--- config.mk ---
export PLATFORM = sky130hd
export DESIGN_NAME = seven_segment_display_buffer_driver
export DESIGN_NICKNAME = d
export VERILOG_FILES = /design/src/sv/sdd_pkg.sv /design/src/sv/sdd_digits.sv /design/src/sv/seven_segment_display_buffer_driver.sv
export SDC_FILE = /design/constraint.sdc
export NUM_CORES = 1
export LEC_CHECK = 0
export CAP_MARGIN = 0
export CORE_UTILIZATION = 40
export CTS_CLUSTER_DIAMETER = 200
export CTS_CLUSTER_SIZE = 12
export DETAILED_ROUTE_END_ITERATION = 8
export DONT_BUFFER_PORTS = 1
export SLEW_MARGIN = 20
export SYNTH_ARGS = -nofsm -noshare
export SYNTH_HDL_FRONTEND = slang
export SYNTH_SLANG_ARGS = --single-unit
--- constraint.sdc ---
create_clock -name i_clk -period 18.2 [get_ports i_clk]
set_input_delay 3.64 -clock i_clk [delete_from_list [all_inputs] [get_ports i_clk]]
set_output_delay 3.64 -clock i_clk [all_outputs]
set_load 0.005 [all_outputs]
--- src/sv/sdd_pkg.sv ---
`timescale 1ns / 1ps

package sdd_pkg;

    typedef enum logic [1:0] {
        CMD_RAW     = 2'd0,
        CMD_GLYPH   = 2'd1,
        CMD_NUMBER  = 2'd2,
        CMD_REFRESH = 2'd3
    } t_command;

    typedef enum logic [4:0] {
        S_IDLE = 5'b00001,
        S_PUT  = 5'b00010,
        S_DIV  = 5'b00100,
        S_LOAD = 5'b01000,
        S_EMIT = 5'b10000
    } t_state;

    typedef logic [7:0][3:0] t_digits;

    localparam logic [7:0] BYTE_DATA_CMD = 8'h40;
    localparam logic [7:0] BYTE_ADDR_CMD = 8'hC0;
    localparam logic [7:0] BYTE_DISP_CMD = 8'h8F;
    localparam logic [7:0] BYTE_PAD      = 8'h00;

    localparam logic [4:0] GLYPH_MAX    = 5'd18;
    localparam logic [4:0] FRAME_FIRST  = 5'd0;
    localparam logic [4:0] FRAME_ADDR   = 5'd1;
    localparam logic [4:0] FRAME_LASTPD = 5'd17;
    localparam logic [4:0] FRAME_LAST   = 5'd18;
    localparam logic [4:0] PUT_LAST     = 5'd8;
    localparam logic [4:0] LOAD_LAST    = 5'd7;

    localparam logic [15:0] RECIP_TEN = 16'hCCCD;

    function automatic logic [7:0] font_lookup(input logic [4:0] idx);
        logic [7:0] seg;
        seg = 8'h00;
        unique case (idx)
            5'd0:    seg = 8'h3F;
            5'd1:    seg = 8'h06;
            5'd2:    seg = 8'h5B;
            5'd3:    seg = 8'h4F;
            5'd4:    seg = 8'h66;
            5'd5:    seg = 8'h6D;
            5'd6:    seg = 8'h7D;
            5'd7:    seg = 8'h07;
            5'd8:    seg = 8'h7F;
            5'd9:    seg = 8'h6F;
            5'd10:   seg = 8'h40;
            5'd11:   seg = 8'h80;
            5'd12:   seg = 8'h7B;
            5'd13:   seg = 8'h39;
            5'd14:   seg = 8'h79;
            5'd15:   seg = 8'h71;
            5'd16:   seg = 8'h76;
            5'd17:   seg = 8'h38;
            5'd18:   seg = 8'h3E;
            default: seg = 8'h00;
        endcase
        return seg;
    endfunction

endpackage

--- src/sv/sdd_digits.sv ---
`timescale 1ns / 1ps

module sdd_digits (
    input  logic            i_clk,
    input  logic            i_rst_n,
    input  logic            i_load,
    input  logic [15:0]     i_number,
    output logic            o_done,
    output sdd_pkg::t_digits o_digits
);

    logic [15:0]      r_num;
    logic [2:0]       r_cnt;
    logic             r_busy;
    sdd_pkg::t_digits r_digits;
    logic [31:0]      w_prod;
    logic [15:0]      w_quot;
    logic [15:0]      w_rem;

    // divide by ten through the reciprocal, exact for 16-bit values
    assign w_prod = r_num * sdd_pkg::RECIP_TEN;
    assign w_quot = {3'b000, w_prod[31:19]};
    assign w_rem  = r_num - (w_quot << 3) - (w_quot << 1);

    always_ff @(posedge i_clk) begin
        if (!i_rst_n) begin
            r_busy <= 1'b0;
            r_cnt  <= 3'd0;
        end else if (i_load) begin
            r_busy <= 1'b1;
            r_cnt  <= 3'd0;
        end else if (r_busy) begin
            r_cnt <= r_cnt + 3'd1;
            if (r_cnt == 3'd7) begin
                r_busy <= 1'b0;
            end
        end
    end

    always_ff @(posedge i_clk) begin
        if (i_load) begin
            r_num <= i_number;
        end else if (r_busy) begin
            r_num           <= w_quot;
            r_digits[r_cnt] <= w_rem[3:0];
        end
    end

    assign o_done   = r_busy && (r_cnt == 3'd7);
    assign o_digits = r_digits;

endmodule

--- src/sv/seven_segment_display_buffer_driver.sv ---
`timescale 1ns / 1ps
// A refresh item streams 19 bytes, one per cycle; after accept, the state register and then
// the output registers lie before the first byte. A raw or glyph write is a read-modify-write
// sweep over 8 memory lines; a number load is 8 divide-by-ten steps, then 8 line writes.
// A new command is taken only in idle; an ignored write stays idle. No receiver stall.
// Reset (synchronous, active low) returns to idle and marks all lines as blank.
module seven_segment_display_buffer_driver (
    input  logic        i_clk,
    input  logic        i_rst_n,
    input  logic        i_start,
    input  logic [1:0]  i_command,
    input  logic [3:0]  i_position,
    input  logic [7:0]  i_segments,
    input  logic [4:0]  i_glyph,
    input  logic [15:0] i_number,
    output logic        o_busy,
    output logic        o_strobe,
    output logic [7:0]  o_out_byte,
    output logic        o_end_of_transfer,
    output logic        o_last
);

    sdd_pkg::t_state  r_state;
    sdd_pkg::t_state  n_state;
    logic [4:0]       r_cnt;
    logic [4:0]       n_cnt;
    logic [7:0]       r_pattern;
    logic [7:0]       r_mask;
    logic [7:0]       r_mem [0:7];
    logic [7:0]       r_valid;
    logic [7:0]       r_rdata;
    logic             r_rvalid;

    logic             w_accept;
    logic             w_put_ok;
    logic [7:0]       w_put_pattern;
    logic             w_load;
    logic             w_done;
    sdd_pkg::t_digits w_digits;
    logic [2:0]       w_raddr;
    logic             w_we;
    logic [2:0]       w_waddr;
    logic [7:0]       w_wdata;
    logic [7:0]       w_seg;
    logic [7:0]       w_old;
    logic [7:0]       w_byte;
    logic             w_eot;

    assign o_busy   = (r_state != sdd_pkg::S_IDLE);
    assign w_accept = i_start && (r_state == sdd_pkg::S_IDLE);
    assign w_load   = w_accept && (i_command == sdd_pkg::CMD_NUMBER);

    sdd_digits u_digits (
        .i_clk    (i_clk),
        .i_rst_n  (i_rst_n),
        .i_load   (w_load),
        .i_number (i_number),
        .o_done   (w_done),
        .o_digits (w_digits)
    );

    always_comb begin
        w_put_ok      = 1'b0;
        w_put_pattern = i_segments;
        case (i_command)
            sdd_pkg::CMD_RAW: begin
                w_put_ok = !i_position[3];
            end
            sdd_pkg::CMD_GLYPH: begin
                w_put_ok      = !i_position[3] && (i_glyph <= sdd_pkg::GLYPH_MAX);
                w_put_pattern = sdd_pkg::font_lookup(i_glyph);
            end
            default: begin
                w_put_ok = 1'b0;
            end
        endcase
    end

    always_comb begin
        n_state = r_state;
        n_cnt   = r_cnt + 5'd1;
        unique case (r_state)
            sdd_pkg::S_IDLE: begin
                n_cnt = 5'd0;
                if (w_accept) begin
                    case (i_command) inside
                        sdd_pkg::CMD_RAW, sdd_pkg::CMD_GLYPH: begin
                            if (w_put_ok) n_state = sdd_pkg::S_PUT;
                        end
                        sdd_pkg::CMD_NUMBER:  n_state = sdd_pkg::S_DIV;
                        default:              n_state = sdd_pkg::S_EMIT;
                    endcase
                end
            end
            sdd_pkg::S_PUT: begin
                if (r_cnt == sdd_pkg::PUT_LAST) n_state = sdd_pkg::S_IDLE;
            end
            sdd_pkg::S_DIV: begin
                n_cnt = 5'd0;
                if (w_done) n_state = sdd_pkg::S_LOAD;
            end
            sdd_pkg::S_LOAD: begin
                if (r_cnt == sdd_pkg::LOAD_LAST) n_state = sdd_pkg::S_IDLE;
            end
            sdd_pkg::S_EMIT: begin
                if (r_cnt == sdd_pkg::FRAME_LAST) n_state = sdd_pkg::S_IDLE;
            end
            default: begin
                n_state = sdd_pkg::S_IDLE;
            end
        endcase
    end

    always_ff @(posedge i_clk) begin
        if (!i_rst_n) begin
            r_state <= sdd_pkg::S_IDLE;
            r_cnt   <= 5'd0;
        end else begin
            r_state <= n_state;
            r_cnt   <= n_cnt;
        end
    end

    // digit d sits at bit {d[2], ~d[1:0]} of every line
    always_ff @(posedge i_clk) begin
        if (w_accept) begin
            r_pattern <= w_put_pattern;
            r_mask    <= 8'd1 << {i_position[2], ~i_position[1:0]};
        end
    end

    assign w_raddr = (r_state == sdd_pkg::S_EMIT) ? r_cnt[3:1] : r_cnt[2:0];
    assign w_old   = r_rvalid ? r_rdata : 8'h00;

    always_comb begin
        w_we    = 1'b0;
        w_waddr = r_cnt[2:0];
        w_wdata = 8'h00;
        w_seg   = 8'h00;
        if (r_state == sdd_pkg::S_PUT) begin
            w_waddr = 3'(r_cnt - 5'd1);
            w_we    = (r_cnt != 5'd0);
            w_wdata = r_pattern[w_waddr] ? (w_old | r_mask) : (w_old & ~r_mask);
        end else if (r_state == sdd_pkg::S_LOAD) begin
            w_we = 1'b1;
            for (int b = 0; b < 8; b++) begin
                w_seg      = sdd_pkg::font_lookup({1'b0, w_digits[3'(b) ^ 3'd3]});
                w_wdata[b] = w_seg[r_cnt[2:0]];
            end
        end
    end

    always_ff @(posedge i_clk) begin
        if (w_we) begin
            r_mem[w_waddr] <= w_wdata;
        end
        r_rdata  <= r_mem[w_raddr];
        r_rvalid <= r_valid[w_raddr];
    end

    always_ff @(posedge i_clk) begin
        if (!i_rst_n) begin
            r_valid <= 8'h00;
        end else if (w_we) begin
            r_valid[w_waddr] <= 1'b1;
        end
    end

    always_comb begin
        w_byte = sdd_pkg::BYTE_PAD;
        w_eot  = (r_cnt == sdd_pkg::FRAME_FIRST) || (r_cnt == sdd_pkg::FRAME_LASTPD) ||
                 (r_cnt == sdd_pkg::FRAME_LAST);
        if (r_cnt == sdd_pkg::FRAME_FIRST) begin
            w_byte = sdd_pkg::BYTE_DATA_CMD;
        end else if (r_cnt == sdd_pkg::FRAME_ADDR) begin
            w_byte = sdd_pkg::BYTE_ADDR_CMD;
        end else if (r_cnt == sdd_pkg::FRAME_LAST) begin
            w_byte = sdd_pkg::BYTE_DISP_CMD;
        end else if (!r_cnt[0]) begin
            w_byte = w_old;
        end
    end

    always_ff @(posedge i_clk) begin
        if (!i_rst_n) begin
            o_strobe <= 1'b0;
        end else begin
            o_strobe <= (r_state == sdd_pkg::S_EMIT);
        end
    end

    always_ff @(posedge i_clk) begin
        o_out_byte        <= w_byte;
        o_end_of_transfer <= w_eot;
        o_last            <= (r_cnt == sdd_pkg::FRAME_LAST);
    end

    a_last_closes: assert property (@(posedge i_clk) disable iff (!i_rst_n)
        o_strobe && o_last |-> o_end_of_transfer)
        else $error("last byte without end of transfer");

    a_emit_holds: assert property (@(posedge i_clk) disable iff (!i_rst_n)
        (r_state == sdd_pkg::S_EMIT) && (r_cnt != sdd_pkg::FRAME_LAST)
        |=> (r_state == sdd_pkg::S_EMIT) && o_strobe && !o_last)
        else $error("refresh frame cut short");

    a_no_write_in_emit: assert property (@(posedge i_clk) disable iff (!i_rst_n)
        (r_state == sdd_pkg::S_EMIT) || (r_state == sdd_pkg::S_IDLE) |-> !w_we)
        else $error("line memory written outside an update");

    a_frame_ends: assert property (@(posedge i_clk) disable iff (!i_rst_n)
        (r_state == sdd_pkg::S_EMIT) && (r_cnt == sdd_pkg::FRAME_LAST)
        |=> o_strobe && o_last && !o_busy)
        else $error("refresh frame did not close");

endmodule

==> results.json <==
{
  "worstPathArrival_ns": 8.27,
  "cts_buffer_depth": 3,
  "setup_viol_count_final": 0,
  "synth.top_cells.by_area": "sky130_fd_sc_hd__edfxtp_1 (23%), sky130_fd_sc_hd__ha_1 (14%), sky130_fd_sc_hd__dfxtp_1 (12%)",
  "cts_buffers": 23,
  "grt_antenna_before_repair": 4,
  "floorplan.rows": 75,
  "drt_first_iter_violations": 943,
  "cts_sinks": 234,
  "slew_headroom": 0.286,
  "cp.depth": 28,
  "clock_skew_ns": 0.0351,
  "critPathBufInv": 6,
  "cts-resized-gates": 0,
  "routed_wirelength_normalized_by_instance_count_microns": 18.0,
  "ant_nets": 0,
  "crit_type": "flop to flop",
  "netlist_area_sq_um": 17000,
  "worst_r2r_path_depth": 28,
  "post-synth-top-count-cell": "sky130_fd_sc_hd__nand2_1",
  "die_w_microns": 208,
  "report.final.hold_viol_count": 0,
  "tritoncts": "yes",
  "floorplan.io_pins": 50,
  "drv.max_cap_violation_count": 0,
  "vias_per_cell": 5.49,
  "synth_cell_type_count": 76,
  "netlist.area_leader.share": 0.226,
  "status": "completed",
  "post_synth_most_frequent_cells": "sky130_fd_sc_hd__nand2_1 (206), sky130_fd_sc_hd__nor2_1 (196), sky130_fd_sc_hd__inv_1 (191)",
  "flops_latches_synth": 234,
  "final_critical_period_ns": 7.84,
  "timing.final.ws_setup_ns": 10.36,
  "drt-pass1-iter-count": 5,
  "die_area_sq_um": 43400,
  "die_height_microns": 208,
  "synth_async_sr_flop_share": 0,
  "wl_mm": 42.0,
  "tns_ns": 0,
  "nets": 2077,
  "detail_route.drc_violations": 0,
  "clock_latency_at_the_later_pin_of_the_worst_skew_pair_ns": 0.56,
  "ys_dominant_reg_cell": "sky130_fd_sc_hd__edfxtp_1",
  "cts_post_setup_buffers_inserted": 0,
  "post_synth.cell_area_avg_sq_um": 9.46,
  "synth_nets": 2105,
  "worstPathMaxFanout": 31,
  "critical-path-max-stage-delay_ns": 0.56,
  "synth-seq-area-share": 0.350,
  "worst_hold_slack_ns": 0.470,
  "library_cell_used_as_clock_root_buffer": "sky130_fd_sc_hd__clkbuf_16",
  "start_util": 0.406,
  "share_of_post_route_cells_with_drive_strength_above_1": 0.0598,
  "worst_setup_path_start_kind": "flop",
  "critPathCaptureType": "flop",
  "grtUsageTotal": 0.195,
  "place.port_buffers": 0,
  "cts.htree.levels": 1,
  "worst_path_dominant_cell_family": "adder cells",
  "path_clk_slew_ns": 0.08,
  "tightestPinTransition_ns": 1.07,
  "first_global_vias": 12300,
  "cts-hold-fix-buffers": 0,
  "fmax_mhz": 128,
  "rsz0062_at_grt": "false",
  "synth.yosys.warnings": 0,
  "number_of_enable_flip_flop_cells_after_synthesis": 128,
  "overflow": 0,
  "grt_start_max_net_pins": 38,
  "timing.final.crit_share": 0.431,
  "critPathMostFrequentCell": "sky130_fd_sc_hd__fa_1",
  "cpMaxStageDelayCell": "sky130_fd_sc_hd__edfxtp_1",
  "slew_viol_final": 0,
  "design.core.area_sq_um": 41900,
  "place_worst_setup_slack_ns": 10.28,
  "critPathRequiredTime_ns": 18.63,
  "gp_congestion": 0.913,
  "syn-instance-count": 1801,
  "hpwl_after_detailed_placement_mm": 31.3,
  "grt_first_pass_wirelength_mm": 67.4,
  "finalCoreUtilization": 0.434,
  "synthDominantAreaCellType": "sky130_fd_sc_hd__edfxtp_1",
  "flow.area_growth_from_synthesis_pct": 7.01,
  "detailroute.via_count": 12800,
  "worstHoldPathCells": 2,
  "holdCritPathClass": "flop to flop"
}
## cell type report
cell class | count | area, sq um
Tap cell | 539 | 674
Inverter | 192 | 721
Antenna cell | 2 | 5.00
Timing Repair Buffer | 14 | 105
Multi-Input combinational cell | 1308 | 10100
Sequential cell | 234 | 5970
Fill cell | 4009 | 23700
Clock inverter | 2 | 28.8
Clock buffer | 39 | 636
## path summary, 6_finish.rpt
kind                endpoint              start  slack, ns
setup / recovery        flop  u_digits.r_num[3]      10.36
hold / removal    r_valid[1]         r_valid[1]       0.47
setup reg to reg        flop  u_digits.r_num[3]      10.36
hold reg to reg   r_valid[1]         r_valid[1]       0.47
## cell families (layout without fill, tap and decap cells)
group	after synthesis	count (layout)	share of synthesized area
XOR/XNOR	26	26	0.0143
adder cells (fa/ha/maj)	266	266	0.231
multiplexers	63	63	0.0572
buffers and inverters	259	247	0.0596
AO/OA/AOI/OAI	367	367	0.135
AND/OR/NAND/NOR	586	586	0.153
flip-flops	234	234	0.350
other	0	2	0
## routing by layer
metal  vias to the layer above  track usage  part of all wire  wire length (microns)
met1                      6161        0.271              0.46                  19300
li1                       6230            -                 -                      -
met2                       331        0.322              0.47                  19600
met5                         -            0                 0                      0
met3                        61       0.0232             0.050                   2110
met4                         0       0.0503             0.024                   1010
## metrics by stage
stage,cell area (sq um),cells
3_5_place_dp,17600,2287
3_3_place_gp,17600,2287
6_report,18200,2330
2_1_floorplan,17000,1801
4_1_cts,18200,2328
5_1_grt,18200,2329
## cell usage in the layout (no fill, tap or decap), drive strengths merged, types with 6 or more instances in the layout
cell type / count
inv: 193
o31a: 6
or2: 8
nand2: 206
nor2: 202
clkbuf: 39
xnor2: 15
and2: 12
nand2b: 6
mux2i: 33
dfxtp: 106
nor3: 35
a22oi: 9
xor2: 11
a21o: 18
o221ai: 15
o21ai: 87
edfxtp: 128
nor2b: 8
o21a: 8
nand4b: 6
fa: 80
and3: 13
buf: 14
nor3b: 11
mux4: 18
a211oi: 10
a21oi: 116
o211ai: 18
a31oi: 20
mux2: 12
ha: 186
nand3: 59
o22ai: 16
## worst reg2reg max path, delay by kind of cell (launching register included)
family,cells,cell delay (ns)
AO/OA/AOI/OAI,9,1.90
XOR/XNOR,3,0.49
adder cells (fa/ha/maj),8,3.46
buffers and inverters,6,1.11
flip-flops,1,0.56
AND/OR/NAND/NOR,2,0.18
Power is left out: the tool's default activity adds up to more than one toggle a clock period on the data nets, which glitch-free logic cannot reach.
